`src/tdri_pkg.sv`:
```
// Shared types and constants of the text data row indexer.
package tdri_pkg;

  localparam int unsigned ROW_BITS   = 32;
  localparam int unsigned FIELD_BITS = 32;
  localparam int unsigned CFG_BITS   = 64;
  localparam int unsigned CNT_BITS   = 4;
  localparam int unsigned HDR_BITS   = 16;
  localparam int unsigned IDX_BITS   = 2;

  localparam logic [IDX_BITS-1:0] CFG_COMMENT_CHARS = 2'd0;
  localparam logic [IDX_BITS-1:0] CFG_COMMENT_COUNT = 2'd1;
  localparam logic [IDX_BITS-1:0] CFG_HEADER_LINES  = 2'd2;

  localparam logic [CFG_BITS-1:0] COMMENT_CHARS_RST = 64'h0000_003B_2163_2F23;
  localparam logic [CNT_BITS-1:0] COMMENT_COUNT_RST = 4'd5;
  localparam logic [HDR_BITS-1:0] HEADER_LINES_RST  = 16'd0;

  localparam logic [7:0] BYTE_HT = 8'h09;
  localparam logic [7:0] BYTE_LF = 8'h0A;
  localparam logic [7:0] BYTE_CR = 8'h0D;
  localparam logic [7:0] BYTE_SP = 8'h20;

  typedef struct packed {
    logic comment_hit;
    logic is_lf;
    logic is_cr;
    logic is_white;
  } byte_class_t;

endpackage

```
`src/text_data_row_indexer.sv`:
```
// Top level of the text data row indexer: ports, configuration and input stage.
//   Channel | Direction | Handshake          | Payload
//   in_     | request   | in_valid/in_ready  | in_text_byte
//   out_    | result    | out_valid/out_ready| row_number, row_begin, row_finish, overflow
//   cfg_    | write     | cfg_wr_en          | cfg_index, cfg_wr_data
// A byte is taken every cycle unless a result stalls. The byte register feeds the
// combinational classifier and counter update, which load the result register with
// a line end's result. A stalled result holds the byte register; input waits only then.
// Reset is synchronous and restores the configuration defaults and all counters.
module text_data_row_indexer #(
  parameter int unsigned OFFSET_BITS       = 32,
  parameter int unsigned MAX_COMMENT_CHARS = 8
) (
  input  logic                            clk,
  input  logic                            rst_n,
  input  logic                            in_valid,
  output logic                            in_ready,
  input  logic [7:0]                      in_text_byte,
  output logic                            out_valid,
  input  logic                            out_ready,
  output logic [tdri_pkg::FIELD_BITS-1:0] out_row_number,
  output logic [tdri_pkg::FIELD_BITS-1:0] out_row_begin,
  output logic [tdri_pkg::FIELD_BITS-1:0] out_row_finish,
  output logic                            out_overflow,
  input  logic                            cfg_wr_en,
  input  logic [tdri_pkg::IDX_BITS-1:0]   cfg_index,
  input  logic [tdri_pkg::CFG_BITS-1:0]   cfg_wr_data
);
  import tdri_pkg::*;

  logic [CFG_BITS-1:0] comment_chars_r;
  logic [CNT_BITS-1:0] comment_count_r;
  logic                hdr_load;
  logic [7:0]          byte_r;
  logic                byte_valid_r;
  logic                step;
  byte_class_t         cls;

  assign hdr_load = cfg_wr_en && (cfg_index == CFG_HEADER_LINES);

  always_ff @(posedge clk) begin
    if (!rst_n) begin
      comment_chars_r <= COMMENT_CHARS_RST;
      comment_count_r <= COMMENT_COUNT_RST;
    end else if (cfg_wr_en) begin
      if (cfg_index == CFG_COMMENT_CHARS) begin
        comment_chars_r <= cfg_wr_data;
      end
      if (cfg_index == CFG_COMMENT_COUNT) begin
        comment_count_r <= cfg_wr_data[CNT_BITS-1:0];
      end
    end
  end

  assign step     = byte_valid_r && (!out_valid || out_ready);
  assign in_ready = !byte_valid_r || step;

  always_ff @(posedge clk) begin
    if (!rst_n) begin
      byte_valid_r <= 1'b0;
    end else if (in_valid && in_ready) begin
      byte_valid_r <= 1'b1;
    end else if (step) begin
      byte_valid_r <= 1'b0;
    end
  end

  always_ff @(posedge clk) begin
    if (in_valid && in_ready) begin
      byte_r <= in_text_byte;
    end
  end

  tdri_classify #(
    .MAX_COMMENT_CHARS(MAX_COMMENT_CHARS)
  ) u_classify (
    .text_byte    (byte_r),
    .comment_chars(comment_chars_r),
    .comment_count(comment_count_r),
    .cls          (cls)
  );

  tdri_tracker #(
    .OFFSET_BITS(OFFSET_BITS)
  ) u_tracker (
    .clk       (clk),
    .rst_n     (rst_n),
    .step      (step),
    .cls       (cls),
    .hdr_load  (hdr_load),
    .hdr_value (cfg_wr_data[HDR_BITS-1:0]),
    .out_take  (out_valid && out_ready),
    .out_valid (out_valid),
    .row_number(out_row_number),
    .row_begin (out_row_begin),
    .row_finish(out_row_finish),
    .overflow  (out_overflow)
  );

endmodule

```
`src/tdri_classify.sv`:
```
// Byte classifier: comment set match, line ends and whitespace.
module tdri_classify #(
  parameter int unsigned MAX_COMMENT_CHARS = 8
) (
  input  logic [7:0]                      text_byte,
  input  logic [tdri_pkg::CFG_BITS-1:0]   comment_chars,
  input  logic [tdri_pkg::CNT_BITS-1:0]   comment_count,
  output tdri_pkg::byte_class_t           cls
);
  import tdri_pkg::*;

  localparam logic [CNT_BITS-1:0] MAX_CNT = CNT_BITS'(MAX_COMMENT_CHARS);

  logic [CNT_BITS-1:0] count_eff;
  logic                hit;

  always_comb begin
    count_eff = (comment_count > MAX_CNT) ? MAX_CNT : comment_count;
    hit = 1'b0;
    for (int k = 0; k < MAX_COMMENT_CHARS; k++) begin
      if ((CNT_BITS'(k) < count_eff) && (comment_chars[8*k +: 8] == text_byte)) begin
        hit = 1'b1;
      end
    end
  end

  assign cls.comment_hit = hit;
  assign cls.is_lf       = (text_byte == BYTE_LF);
  assign cls.is_cr       = (text_byte == BYTE_CR);
  assign cls.is_white    = (text_byte == BYTE_SP) ||
                           ((text_byte >= BYTE_HT) && (text_byte <= BYTE_CR));

endmodule

```
`src/tdri_tracker.sv`:
```
// Line state, offset and row counters, and the result register.
module tdri_tracker #(
  parameter int unsigned OFFSET_BITS = 32
) (
  input  logic                            clk,
  input  logic                            rst_n,
  input  logic                            step,
  input  tdri_pkg::byte_class_t           cls,
  input  logic                            hdr_load,
  input  logic [tdri_pkg::HDR_BITS-1:0]   hdr_value,
  input  logic                            out_take,
  output logic                            out_valid,
  output logic [tdri_pkg::FIELD_BITS-1:0] row_number,
  output logic [tdri_pkg::FIELD_BITS-1:0] row_begin,
  output logic [tdri_pkg::FIELD_BITS-1:0] row_finish,
  output logic                            overflow
);
  import tdri_pkg::*;

  localparam logic [OFFSET_BITS-1:0] OFFSET_MAX = '1;
  localparam logic [ROW_BITS-1:0]    ROWS_MAX   = '1;

  logic [OFFSET_BITS-1:0] byte_offset_r, byte_offset_nxt;
  logic [OFFSET_BITS-1:0] row_start_r, row_start_nxt;
  logic [ROW_BITS-1:0]    rows_done_r, rows_done_nxt;
  logic [HDR_BITS-1:0]    header_left_r, header_left_nxt;
  logic                   in_comment_r, in_comment_nxt;
  logic                   has_data_r, has_data_nxt;
  logic                   sat_r, sat_nxt;
  logic                   emit;
  logic [OFFSET_BITS-1:0] after;
  logic [HDR_BITS-1:0]    header_dec;

  logic                   out_valid_r, out_valid_nxt;
  logic [FIELD_BITS-1:0]  row_number_r, row_begin_r, row_finish_r;
  logic                   overflow_r;

  always_comb begin
    byte_offset_nxt = byte_offset_r;
    row_start_nxt   = row_start_r;
    rows_done_nxt   = rows_done_r;
    header_left_nxt = header_left_r;
    in_comment_nxt  = in_comment_r;
    has_data_nxt    = has_data_r;
    sat_nxt         = sat_r;
    emit            = 1'b0;
    after           = (byte_offset_r == OFFSET_MAX) ? OFFSET_MAX : byte_offset_r + 1'b1;
    header_dec      = header_left_r - 1'b1;
    if (step) begin
      byte_offset_nxt = after;
      if (byte_offset_r == OFFSET_MAX) begin
        sat_nxt = 1'b1;
      end
      if (header_left_r != '0) begin
        if (cls.is_lf) begin
          header_left_nxt = header_dec;
          if (header_dec == '0) begin
            row_start_nxt = after;
          end
        end
      end else if (cls.comment_hit) begin
        in_comment_nxt = 1'b1;
      end else if (cls.is_lf || cls.is_cr) begin
        if (has_data_r) begin
          emit = 1'b1;
          if (rows_done_r == ROWS_MAX) begin
            sat_nxt = 1'b1;
          end else begin
            rows_done_nxt = rows_done_r + 1'b1;
          end
        end
        row_start_nxt  = after;
        in_comment_nxt = 1'b0;
        has_data_nxt   = 1'b0;
      end else if (!in_comment_r && !cls.is_white) begin
        has_data_nxt = 1'b1;
      end
    end
    if (hdr_load) begin
      header_left_nxt = hdr_value;
    end
    out_valid_nxt = emit || (out_valid_r && !out_take);
  end

  always_ff @(posedge clk) begin
    if (!rst_n) begin
      byte_offset_r <= '0;
      row_start_r   <= '0;
      rows_done_r   <= '0;
      header_left_r <= HEADER_LINES_RST;
      in_comment_r  <= 1'b0;
      has_data_r    <= 1'b0;
      sat_r         <= 1'b0;
      out_valid_r   <= 1'b0;
    end else begin
      byte_offset_r <= byte_offset_nxt;
      row_start_r   <= row_start_nxt;
      rows_done_r   <= rows_done_nxt;
      header_left_r <= header_left_nxt;
      in_comment_r  <= in_comment_nxt;
      has_data_r    <= has_data_nxt;
      sat_r         <= sat_nxt;
      out_valid_r   <= out_valid_nxt;
    end
  end

  always_ff @(posedge clk) begin
    if (emit) begin
      row_number_r <= FIELD_BITS'(rows_done_r);
      row_begin_r  <= FIELD_BITS'(row_start_r);
      row_finish_r <= FIELD_BITS'(after);
      overflow_r   <= sat_nxt;
    end
  end

  assign out_valid  = out_valid_r;
  assign row_number = row_number_r;
  assign row_begin  = row_begin_r;
  assign row_finish = row_finish_r;
  assign overflow   = overflow_r;

endmodule

```
`config.mk`:
```
export PLATFORM = sky130hd
export DESIGN_NAME = text_data_row_indexer
export DESIGN_NICKNAME = d
export VERILOG_FILES = /design/src/tdri_pkg.sv /design/src/text_data_row_indexer.sv /design/src/tdri_classify.sv /design/src/tdri_tracker.sv
export SDC_FILE = /design/constraint.sdc
export NUM_CORES = 1
export LEC_CHECK = 0
export BUFFER_PORTS_ARGS = -buffer_cell sky130_fd_sc_hd__buf_2
export CORE_UTILIZATION = 52
export DETAILED_ROUTE_END_ITERATION = 7
export PLACE_DENSITY = 0.76
export RECOVER_POWER = 50
export SYNTH_ARGS = -nofsm -noshare
export SYNTH_HDL_FRONTEND = slang
export SYNTH_SLANG_ARGS = --single-unit
export TNS_END_PERCENT = 20
```
`constraint.sdc`:
```
create_clock -name clk -period 4.5 [get_ports clk]
set_input_delay 1.125 -clock clk [delete_from_list [all_inputs] [get_ports clk]]
set_output_delay 1.125 -clock clk [all_outputs]
set_load 0.02 [all_outputs]
```
# Word-level counts from Yosys, hierarchy flattened
# Cells that the tools add are included.
# totals
regBits,290
inputBits,79
out_inout_bits,99
wordCells,130
# classes
n_addsub,3
n_lt_le_gt_ge,11
n_eq_ne,18
n_mux,37
bitwise,3
reduce_logical,42
# ops
cell,count
$mux 32,6
$add 32x1->32 const B,2
$eq 32x32->1 const B,2
$eq 8x8->1,8
$mux 16,4
$mux 1,26
$eq 8x4->1 const B,2
$logic_not 16->1,1
$lt 3x4->1 const A,4
$reduce_bool 16->1,1
$sub 16x1->16 const B,1
$logic_and 1x1->1,15
$reduce_bool 2->1,7
$eq 8x6->1 const B,1
$ge 8x4->1 const B,1
$le 8x4->1 const B,1
$lt 1x4->1 const A,2
$lt 2x4->1 const A,2
$reduce_and 3->1,2
$reduce_and 6->1,1
$logic_not 1->1,5
$logic_or 1x1->1,5
$reduce_and 5->1,1
$gt 4x4->1 const B,1
9 further kinds,13

# Logic depth before layout (Yosys ltp)
# Gate-level depths: netlist (run 1).
# depth
ltp_word,16
depth_mapped,12
depth_no_buf,10

# By module
# A second synthesis (run 1) with hierarchy kept.
# hier_totals
cells_unflattened,1327
hier_area_um2,13494.2
# modules_own_cells
mod,n_inst,cells_each,area_per_inst_um2,seq_area_each_um2
tdri_tracker,1,892,9369.0,5235.0
text_data_row_indexer,1,317,3178.0,1621.6
tdri_classify,1,118,947.2,0.0

# Worst setup path after synthesis (run 1)
# Ideal clock, no wire load.
# synth_timing
path_type,input-to-reg
startpoint,input port out_ready
endpoint,register u_tracker.overflow_r (netlist: u_tracker.overflow) (enable)
setup_time_ns,0.450
arrival_time_ns,4.284
required_ns,4.050
path_slack_ns,-0.235
cell_stages,8
n_path_buf,2
path_cell_list,nand2b_1 nand2_1 nor4_4 and2_4 nand3_4 clkbuf_1 clkbuf_1 inv_1
# synth_via
elab_chain_len,3
# synth_rtl
element,line_no,source
start: declaration,text_data_row_indexer.sv:20,"input logic out_ready,"
$logic_or 1x1->1,text_data_row_indexer.sv:55,assign step = byte_valid_r && (!out_valid || out_ready);
$logic_and 1x1->1,text_data_row_indexer.sv:55,
$mux 1,tdri_tracker.sv:49,if (step) begin
via u_tracker.emit,tdri_tracker.sv:30,logic emit;
end signal: assignment,tdri_tracker.sv:112,overflow_r <= sat_nxt;
end: declaration,tdri_tracker.sv:36,logic overflow_r;
# The timed path passes the listed nets, and every way through them passes these cells.
# A chain may end at the register's enable or synchronous reset.

# Worst setup path after layout (run 1)
# layout_timing
startpoint,input port rst_n
endpoint,register u_tracker.byte_offset_r[25]
# layout_rtl
element,line_no,source
start: declaration,text_data_row_indexer.sv:15,"input logic rst_n,"
end signal: assignment,tdri_tracker.sv:96,byte_offset_r <= byte_offset_nxt;
end: declaration,tdri_tracker.sv:23,"logic [OFFSET_BITS-1:0] byte_offset_r, byte_offset_nxt;"
# No word-level cell between the ends.

==> run summary, run 1 <==
Routed wire length - 28.0 mm
Post-synthesis share of cell area spent on and, or, nand and nor gates - 22.7%
Fraction of synthesized cell area taken by the top area cell type - 29.4%
Clock network fraction of total power - 42.8%
Count of TritonRoute iterations in the first routing pass - 5
Layout-stage area growth over the synthesis result - 14.3%
Max Buffers Root-to-Sink - 3
Result of the run - complete, but fails checks
Post-CTS resize count - 0
Power density relative to cell area - 380 nW/um^2
Kind of critical path - primary input to register
Final critical-path share of the clock period - 86.7%
Yosys top cell by area - sky130_fd_sc_hd__dfxtp_1
TritonCTS clock tree - built
Max_slew headroom - -45.3%
# Post-CTS Setup Buffers - 0
Total die area - 24900 sq um
Count of filler cells inserted in the layout - 2046
Number of antenna cells inserted - 0
Ports placed on the boundary - 178
Post-synthesis compound-gate area fraction - 8.48%
Required @ worst endpoint - 4.92 ns
Utilization after layout - 61.1%
Data arrival time of the critical path - 4.32 ns
Area share of fa/ha/maj cells after synthesis - 0.496%
Number of buffers inserted for hold repair after clock tree synthesis - 0
X dimension of the die - 158 um
Count leader, synth - sky130_fd_sc_hd__nand2_1
Number of flops mapped to enable cells by yosys - 105
Most used standard cells in the synthesized netlist - 274 x sky130_fd_sc_hd__nand2_1, 185 x sky130_fd_sc_hd__dfxtp_1, 105 x sky130_fd_sc_hd__edfxtp_1, 87 x sky130_fd_sc_hd__a21oi_1, 82 x sky130_fd_sc_hd__nor2_1
Failing checks - max-capacitance violations, max-slew violations
Setup crit end kind - register
Path category of the worst min-delay check - register to register
Combined area of all synthesized cells - 12600 sq um
Count of warnings emitted by yosys - 0
Crit path launch type - primary input
Global router's overall resource usage - 22.7%
Fraction of synthesized area in multiplexers - 3.59%
Sequential group share of total power - 51.4%
Clock latency reported for the late side of the worst-skew pair - 0.54 ns
Crit-path leading delay family - buffers and inverters
Overall overflow remaining after global route - 0
Net count after synthesis - 1392
Number of maximum-capacitance violations - 2
Synth top area cells - sky130_fd_sc_hd__dfxtp_1 29%, sky130_fd_sc_hd__edfxtp_1 25%, sky130_fd_sc_hd__nand2_1 8.2%, sky130_fd_sc_hd__xor2_1 5.6%, sky130_fd_sc_hd__a21oi_1 3.5%
Most common flop cell mapped by yosys - sky130_fd_sc_hd__dfxtp_1
Clock Tree Root - sky130_fd_sc_hd__clkbuf_16
Number of antenna violations at the first check in global routing - 0
Clock Pin Slew Worst Setup and Hold Paths - 0.06 ns
Switching part of the total - 22.8%
Worst-path cell with the longest stage delay - sky130_fd_sc_hd__clkinvlp_2
Final hold violation count - 0
Fraction of registers with async set/reset - 0%
Number of design rule violations left after detail routing - 0
Largest net degree at the start of global routing - 113
Initial Utilization - 53.4%
Net switching power - 1.25 mW
Detailed placer's ending HPWL - 18.9 mm
Worst IR drop on VDD - 0.228 mV
Fraction of layout instances using a drive strength above 1 - 10.3%
Slew Viols, Final - 172
Min cycle time layout - 3.90 ns
Slew @ Worst Pin - 2.18 ns
Die span in y - 158 um
Global-route wire length before repair - 45.2 mm
Final worst clock skew - 0.0191 ns
Maximum clock frequency - 0.256 GHz
Post-DR vias/cell - 5.50
Sequential-to-total area share from yosys stat - 54.3%
Number of buffer cells added on primary ports - 177
Placeable core area - 23600 sq um
RSZ-0062 raised after global routing - false
Total via count in the routed design - 9800
Row count - 56
Post-synthesis average cell area - 9.65 sq um
Biggest fanout along the worst timing path - 62
Largest incremental delay on the critical path - 1.59 ns
Int Pwr - 4.23 mW
Clock buffers created by TritonCTS - 29
H-Tree Depth - 1
Gp weighted congestion - 0.899
Setup violation total in the final timing report - 0
Xor and xnor area share after synthesis - 6.94%
Count of nets after finishing - 1524
Static leakage power - 5.36 nW
Synth unique cells - 67
Cells after Synth - 1308
Setup TNS - 0 ns
Drt first-iter violations - 662
Ordered list of cells on the worst path - clkbuf_1 > clkinvlp_2 > buf_2 > a311oi_1
Gate power share - 5.8%
CTS sink count - 290
Post-synthesis sequential element count - 290
Average detailed-routed wire length per instance - 15.7 um
Number of global-route vias before repair - 8939
Bufs and invs on worst path - 3
Count of nets left with antenna violations after detail routing - 0
Combinational family with the most area after synthesis - simple AND/OR/NAND/NOR gates
## power groups by stage
stage	clock [mW]	combinational [mW]	sequential, mW
2_1_floorplan	0	0.249	2.84
3_3_place_gp	0	0.308	2.87
3_5_place_dp	0	0.315	2.88
4_1_cts	2.39	0.317	2.82
5_1_grt	2.50	0.355	2.83
6_report	2.35	0.317	2.82
## flip-flops by register name, indices dropped and copies added, names as in the netlist, 4 cells and up
name,count
u_tracker.header_left_r,16
byte_r,8
u_tracker.row_begin,32
u_tracker.rows_done_r,32
u_tracker.row_number,32
u_tracker.byte_offset_r,32
comment_count_r,4
u_tracker.row_start_r,32
comment_chars_r,64
u_tracker.row_finish,32
## per-layer routing
layer,vias up,track usage (%),wire length [um]
li1,4869,-,-
met4,0,6.75,609
met1,4546,32.7,13000
met3,48,2.87,1780
met2,337,35.5,12600
met5,-,0,0
## cell families (layout without fill, tap and decap cells)
group                      Yosys count  count (layout)
AOI/OAI and AO/OA                  174             174
xor gates and xnor gates           100             100
adders and majority gates            5               5
buffers and inverters               99             253
DFF                                290             290
muxes                               45              45
and+or+nand+nor                    595             595
## worst reg2reg max path, cell delays in order, from the launching register on
cell,delay [ns]
sky130_fd_sc_hd__edfxtp_1,0.75
sky130_fd_sc_hd__xor2_1,0.22
sky130_fd_sc_hd__nor4_1,0.08
sky130_fd_sc_hd__nand2_1,0.09
sky130_fd_sc_hd__a21oi_1,0.08
sky130_fd_sc_hd__nor4_2,0.60
sky130_fd_sc_hd__nand3_4,0.54
sky130_fd_sc_hd__clkinvlp_4,0.50
sky130_fd_sc_hd__buf_12,0.35
## per-stage QoR
step | power, mW | area [sq um] | std cells | hold slack (ns) | setup WS (ns)
2_1_floorplan | 3.08 | 12600 | 1308 | 0.408 | 0.286
5_1_grt | 5.68 | 14400 | 1781 | 0.433 | 0.327
6_report | 5.49 | 14400 | 1781 | 0.430 | 0.601
3_3_place_gp | 3.18 | 13600 | 1728 | 0.412 | 0.861
4_1_cts | 5.52 | 14600 | 1781 | 0.430 | 0.876
3_5_place_dp | 3.19 | 13600 | 1728 | 0.415 | 0.798
## final timing paths
| path | startpoint | endpoint | slack [ns] | cells past startpoint |
|---|---|---|---|---|
| setup / recovery | rst_n | u_tracker.byte_offset_r[25] | 0.60 | 4 |
| hold / removal | u_tracker.row_start_r[30] | u_tracker.row_begin[30] | 0.43 | 0 |
| setup reg to reg | byte_r[2] | u_tracker.row_finish[18] | 0.89 | 8 |
| hold reg to reg | u_tracker.row_start_r[30] | u_tracker.row_begin[30] | 0.43 | 0 |
## cell type report
type / instances / area [sq um] / share of cell area, %
clock inverters: 10 / 90.1 / 0.624
inverters: 12 / 50.0 / 0.347
clock buffers: 43 / 841 / 5.83
well taps: 319 / 399 / 2.77
multi-input cells: 919 / 5340 / 37.0
repair buffers: 188 / 850 / 5.89
flip-flops and latches: 290 / 6860 / 47.5
## placed cells by master, fill, tap and decap left out, types with 8 or more instances in the layout
cell type                   count
sky130_fd_sc_hd__edfxtp_1     105
sky130_fd_sc_hd__nand2_1      274
sky130_fd_sc_hd__or3_1         10
sky130_fd_sc_hd__a311oi_1       9
sky130_fd_sc_hd__buf_4          8
sky130_fd_sc_hd__and2_1         9
sky130_fd_sc_hd__and3_1        22
sky130_fd_sc_hd__nand2b_1      12
sky130_fd_sc_hd__clkbuf_1     111
sky130_fd_sc_hd__or4_1         11
sky130_fd_sc_hd__a211oi_1      16
sky130_fd_sc_hd__a31oi_1        8
sky130_fd_sc_hd__nand4_1       25
sky130_fd_sc_hd__nor4_1        25
sky130_fd_sc_hd__nand3_1       61
sky130_fd_sc_hd__a21oi_1       87
sky130_fd_sc_hd__o21ai_0       18
sky130_fd_sc_hd__clkbuf_16     31
sky130_fd_sc_hd__nor3_1        25
sky130_fd_sc_hd__xnor2_1       20
sky130_fd_sc_hd__xor2_1        80
sky130_fd_sc_hd__mux2i_1       43
sky130_fd_sc_hd__inv_1         10
sky130_fd_sc_hd__dfxtp_1      185
sky130_fd_sc_hd__nor2_1        82
sky130_fd_sc_hd__buf_2         77
No activity file was read; power rests on OpenSTA's default activity.
==> inputs of run 2 (changes only) <==
Settings changed: BUFFER_PORTS_ARGS -buffer_cell sky130_fd_sc_hd__buf_2 to default, CORE_UTILIZATION 52 to 57, DONT_BUFFER_PORTS from default to 1, PLACE_DENSITY 0.76 to 0.75.
==> run summary, run 2 (synthesis gave the netlist of run 1 again) <==
Clock Pin Slew Worst Setup and Hold Paths - 0.06 ns
Global-route wire length before repair - 43.4 mm
Number of flip-flops under the largest register name - 64
H-Tree Depth - 1
Setup crit end kind - register
X dimension of the die - 151 um
Gate power share - 4.8%
Die span in y - 151 um
Commonest non-fill, non-tap cell in the layout - sky130_fd_sc_hd__nand2_1
Overall overflow remaining after global route - 0
Slew @ Worst Pin - 2.78 ns
Layout-stage area growth over the synthesis result - 8.18%
Count of filler cells inserted in the layout - 1804
Fraction of layout instances using a drive strength above 1 - 5.83%
Gp weighted congestion - 0.874
Post-DR vias/cell - 5.87
Detailed placer's ending HPWL - 18.5 mm
Worst setup margin - 0.952 ns
Drt first-iter violations - 608
Max Buffers Root-to-Sink - 3
Clock latency reported for the late side of the worst-skew pair - 0.55 ns
Total die area - 22700 sq um
Row count - 54
Clock buffers created by TritonCTS - 29
Biggest fanout along the worst timing path - 113
Largest incremental delay on the critical path - 1.38 ns
Worst-path cell with the longest stage delay - sky130_fd_sc_hd__clkinvlp_2
Setup violation total in the final timing report - 0
Slew Viols, Final - 157
RSZ-0062 raised after global routing - false
Final critical-path share of the clock period - 78.9%
Crit path launch type - primary input
Number of antenna violations at the first check in global routing - 1
Placeable core area - 21800 sq um
Ports placed on the boundary - 178
Count of nets after finishing - 1348
Count of nets left with antenna violations after detail routing - 0
Required @ worst endpoint - 4.94 ns
Min cycle time layout - 3.55 ns
Max_slew headroom - -85.6%
Setup TNS - 0 ns
Failing checks - max-capacitance violations, max-slew violations
Static leakage power - 4.93 nW
Largest net degree at the start of global routing - 114
Clock Tree Root - sky130_fd_sc_hd__clkbuf_16
Combined area of the multi-input logic cells - 5340 sq um
Maximum clock frequency - 0.282 GHz
Number of design rule violations left after detail routing - 0
Sequential group share of total power - 51.7%
Number of buffer cells added on primary ports - 0
Average detailed-routed wire length per instance - 17.6 um
Total via count in the routed design - 9210
Number of maximum-capacitance violations - 3
TritonCTS clock tree - built
Net switching power - 1.23 mW
Clock network fraction of total power - 43.5%
Path category of the worst min-delay check - register to register
Kind of critical path - primary input to register
Ordered list of cells on the worst path - clkinvlp_2 > clkbuf_1 > a21oi_1
Routed wire length - 27.7 mm
# Post-CTS Setup Buffers - 0
CTS sink count - 290
Count of TritonRoute iterations in the first routing pass - 5
Data arrival time of the critical path - 3.99 ns
Int Pwr - 4.23 mW
Final hold violation count - 0
Most used cells in the layout excluding fill and tap cells - 274 x sky130_fd_sc_hd__nand2_1, 185 x sky130_fd_sc_hd__dfxtp_1, 105 x sky130_fd_sc_hd__edfxtp_1
Sequential Area - 6860 sq um
Power density relative to cell area - 400 nW/um^2
Result of the run - complete, but fails checks
Number of buffers inserted for hold repair after clock tree synthesis - 0
Worst IR drop on VDD - 0.291 mV
Initial Utilization - 58.0%
Most flops, register - comment_chars_r
Final worst clock skew - 0.0128 ns
Post-CTS resize count - 0
Cells after DPL - 1513
Switching part of the total - 22.5%
Post-Layout Cell Count - 1568
Number of global-route vias before repair - 8518
Global router's overall resource usage - 23.9%
Pre-CTS setup slack - 1.14 ns
## run 2: cell types whose count changed in the layout (fill, tap and decap cells not counted), sizes merged
cell | before | now
clkbuf | 145 | 37
buf | 86 | 10
clkinvlp | 2 | 7
clkinv | 7 | 10
bufinv | 1 | 3
diode | 0 | 1
inv | 12 | 11
## run 2: final timing paths
path                                                  from                          end  slack [ns]  cells past startpoint
worst max-delay path                                 rst_n          comment_chars_r[49]        0.95                      3
worst max register to register  u_tracker.byte_offset_r[0]  u_tracker.byte_offset_r[31]        1.03                      9
worst min register to register   u_tracker.row_start_r[25]      u_tracker.row_begin[25]        0.43                      0
worst min-delay path             u_tracker.row_start_r[25]      u_tracker.row_begin[25]        0.43                      0
## run 2: layout make-up
cell class                 count  area share [%]
sequential                   290            50.2
multi-input combinational    919            39.1
clock buffer                  35            5.55
tap                          280            2.57
clock inverter                19            1.35
timing repair buffer          12           0.788
inverter                      12           0.367
antenna                        1          0.0183
## run 2: metrics by stage
step / utilization (%) / hold slack (ns) / power [mW] / cell area [sq um]
global route: 62.7 / 0.446 / 5.63 / 13700
floorplan: - / 0.408 / 3.08 / 12600
CTS: 62.8 / 0.433 / 5.49 / 13700
detailed placement: 58.4 / 0.418 / 3.13 / 12700
global placement: 58.4 / 0.413 / 3.13 / 12700
finish: 62.7 / 0.433 / 5.46 / 13700
## run 2: layer usage
layer  vias to the layer above  routed length (um)  global-route usage (%)
met5                         -                   0                       0
met2                       292               12700                    38.7
met3                        46                2080                    6.17
li1                       4514                   -                       -
met4                         0                 561                    6.90
met1                      4358               12300                    31.4
## run 2: power groups by stage
stage,sequential (mW),clock [mW],combinational [mW]
after floorplan,2.84,0,0.249
after global placement,2.87,0,0.253
after detailed placement,2.88,0,0.258
after CTS,2.82,2.41,0.260
after global routing,2.83,2.52,0.293
final,2.82,2.38,0.261
## run 2: critical path: cells and delay by family
kind            cells  cell delay (ns)
compound gates      1             0.37
buf+inv             2             2.45
==> inputs of run 3 (changes only) <==
Settings changed: ABC_AREA from default to 1, CORE_UTILIZATION 57 to 64, PLACE_DENSITY 0.75 to 0.8.
Clock period 4.5 ns to 3.3 ns, I/O delays scaled along.
==> run summary, run 3 <==
Result of the run - complete, but fails checks
Failing checks - max-capacitance violations, max-slew violations
RR Startpoint - byte_r[1]
Number of design rule violations left after detail routing - 0
CTS sink count - 290
Setup TNS - 0 ns
Data arrival time of the critical path - 3.27 ns
Worst setup margin - 0.273 ns
Sequential-to-total area share from yosys stat - 51.0%
Fraction of layout instances using a drive strength above 1 - 6.04%
Required @ worst endpoint - 3.55 ns
Number of global-route vias before repair - 10.4k
Number of flops mapped to enable cells by yosys - 105
Max_slew headroom - -46.9%
Hold path startpoint - in_text_byte[0]
Count of warnings emitted by yosys - 0
Final critical-path share of the clock period - 91.7%
Largest net degree at the start of global routing - 127
Max Buffers Root-to-Sink - 3
Post-DP Area - 13700 sq um
Clock network fraction of total power - 42.4%
Number of maximum-capacitance violations - 1
Pre-CTS setup slack - 0.291 ns
Overall overflow remaining after global route - 0
Count leader, synth - sky130_fd_sc_hd__nand2_1
Global router's overall resource usage - 30.4%
Post-Layout Inst Area - 14600 sq um
Int Pwr - 5.89 mW
Switching part of the total - 23.7%
Slew Viols, Final - 57
Largest incremental delay on the critical path - 0.67 ns
Most used standard cells in the synthesized netlist - 383 x sky130_fd_sc_hd__nand2_1, 270 x sky130_fd_sc_hd__nor2_1, 185 x sky130_fd_sc_hd__dfxtp_1, 178 x sky130_fd_sc_hd__inv_1, 105 x sky130_fd_sc_hd__edfxtp_1
Commonest non-fill, non-tap cell in the layout - sky130_fd_sc_hd__nand2_1
Initial Utilization - 65.8%
Synth unique cells - 43
Static leakage power - 5.93 nW
Clock latency reported for the late side of the worst-skew pair - 0.54 ns
Maximum clock frequency - 0.330 GHz
Number of flip-flops under the largest register name - 64
Power density relative to cell area - 527 nW/um^2
Worst Hold Depth - 0
# Post-CTS Setup Buffers - 0
Number of buffer cells added on primary ports - 0
Number of antenna violations at the first check in global routing - 1
Clock Pin Slew Worst Setup and Hold Paths - 0.06 ns
X dimension of the die - 147 um
Cells after Synth - 1709
RSZ-0062 raised after global routing - false
Fraction of registers with async set/reset - 0%
Sequential group share of total power - 50.2%
Final hold violation count - 0
Biggest fanout along the worst timing path - 21
Most common flop cell mapped by yosys - sky130_fd_sc_hd__dfxtp_1
Combined area of all synthesized cells - 13500 sq um
Layout-stage area growth over the synthesis result - 8.77%
Placeable core area - 20400 sq um
Final worst clock skew - 0.0134 ns
Setup violation total in the final timing report - 0
Routed wire length - 32.7 mm
Post-synthesis sequential element count - 290
Total die area - 21600 sq um
Drt first-iter violations - 948
Post-synthesis average cell area - 7.87 sq um
Count of TritonRoute iterations in the first routing pass - 5
Min cycle time layout - 3.03 ns
Worst IR drop on VDD - 0.420 mV
H-Tree Depth - 1
Clock Tree Root - sky130_fd_sc_hd__clkbuf_16
Slew @ Worst Pin - 2.20 ns
Average detailed-routed wire length per instance - 16.4 um
Kind of critical path - register to register
Global-route wire length before repair - 52.9 mm
Post-CTS resize count - 0
Detailed placer's ending HPWL - 22.4 mm
Gate power share - 7.4%
Die span in y - 147 um
Crit path launch type - register
Worst-path cell with the longest stage delay - sky130_fd_sc_hd__edfxtp_1
Yosys top cell by area - sky130_fd_sc_hd__dfxtp_1
Setup slack of the most critical reg-to-reg path - 0.27 ns
Count of nets left with antenna violations after detail routing - 0
Setup crit end kind - register
R2R Path End - u_tracker.row_number[8]
Most used cells in the layout excluding fill and tap cells - 383 x sky130_fd_sc_hd__nand2_1, 270 x sky130_fd_sc_hd__nor2_1, 185 x sky130_fd_sc_hd__dfxtp_1
Ports placed on the boundary - 178
Clock buffers created by TritonCTS - 28
Smallest hold slack - 0.377 ns
TritonCTS clock tree - built
Cells after DPL - 1941
Gp weighted congestion - 0.907
Count of filler cells inserted in the layout - 1654
Post-Layout Cell Count - 1994
Post-DR vias/cell - 5.60
Synth top area cells - sky130_fd_sc_hd__dfxtp_1 28%, sky130_fd_sc_hd__edfxtp_1 23%, sky130_fd_sc_hd__nand2_1 11%, sky130_fd_sc_hd__nor2_1 7.5%, sky130_fd_sc_hd__inv_1 5.0%
Worst min-delay path endpoint - byte_r[0]
Total via count in the routed design - 11.2k
Number of buffers inserted for hold repair after clock tree synthesis - 0
Fraction of synthesized cell area taken by the top area cell type - 27.5%
Path category of the worst min-delay check - primary input to register
Most flops, register - comment_chars_r
Logic depth of the worst register-to-register path - 9
Net switching power - 1.83 mW
Row count - 52
Net count after synthesis - 1793
Count of nets after finishing - 1785
Ordered list of cells on the worst path - inv_2 > nor4_1 > o21ai_1 > inv_1 > nand2_1 > nor2_1 > nand3_2 > clkinvlp_4 > buf_4
## run 3: changes by cell type in the layout (fill, tap and decap cells not counted), moves of 42 or more
cell	previous run	this run
sky130_fd_sc_hd__nand2_1	274	383
sky130_fd_sc_hd__nand3_1	61	103
sky130_fd_sc_hd__o21ai_0	18	104
sky130_fd_sc_hd__inv_1	10	178
sky130_fd_sc_hd__mux2i_1	43	0
sky130_fd_sc_hd__nor2_1	82	270
sky130_fd_sc_hd__xor2_1	80	32
## run 3: worst max path at each step
stage | startpoint | to | cells past startpoint
after floorplan | out_ready | u_tracker.overflow | 10
after global placement | byte_r[1] | u_tracker.row_number[31] | 9
after detailed placement | byte_r[1] | u_tracker.row_number[9] | 9
after CTS | byte_r[1] | u_tracker.row_number[8] | 9
after global routing | byte_r[1] | u_tracker.row_number[8] | 9
final | byte_r[1] | u_tracker.row_number[8] | 9
## run 3: critical path: cells and delay by family (launching register included)
family | cells | cell delay [ns]
AOI/OAI and AO/OA | 1 | 0.19
buffers and inverters | 4 | 1.04
DFF | 1 | 0.67
and+or+nand+nor | 4 | 0.83
## run 3: cell type report
| class | instances | area [sq um] | area share, % |
|---|---|---|---|
| clock inverter | 13 | 148 | 1.01 |
| tap | 270 | 338 | 2.31 |
| inverter | 189 | 713 | 4.87 |
| clock buffer | 39 | 793 | 5.42 |
| multi-input combinational | 1164 | 5570 | 38.1 |
| antenna | 1 | 2.50 | 0.0171 |
| sequential | 290 | 6860 | 46.9 |
| timing repair buffer | 28 | 211 | 1.45 |
## run 3: per-layer routing
| layer | vias up | wire, um | share of wire (%) | global-route usage, % |
|---|---|---|---|---|
| li1 | 5515 | - | - | - |
| met2 | 461 | 15800 | 49 | 51.3 |
| met3 | 48 | 2310 | 7.1 | 5.16 |
| met4 | 0 | 695 | 2.1 | 8.87 |
| met1 | 5136 | 13800 | 42 | 40.4 |
| met5 | - | 0 | 0 | 0 |
## run 3: metrics by stage
stage	utilization [%]	total power [mW]
after detailed placement	67.1	4.51
after global placement	67.1	4.49
after CTS	71.7	7.72
after floorplan	-	4.39
final	71.6	7.71
after global routing	71.6	7.96
## run 3: power by group through the flow
stage / sequential (mW) / combinational (mW) / clock (mW)
final: 3.87 / 0.569 / 3.27
after global routing: 3.88 / 0.648 / 3.43
after CTS: 3.87 / 0.564 / 3.29
after detailed placement: 3.95 / 0.558 / 0
after global placement: 3.94 / 0.543 / 0
after floorplan: 3.90 / 0.489 / 0
## run 3: cell families (layout without fill, tap and decap cells)
group                      after synthesis  in the layout  synth area share [%]
and+or+nand+nor                        864            864                  27.2
DFF                                    290            290                  51.0
buffers and inverters                  255            269                  7.66
AOI/OAI and AO/OA                      218            218                  8.72
xor gates and xnor gates                77             77                  5.01
adders and majority gates                5              5                 0.465
other                                    0              1                     0
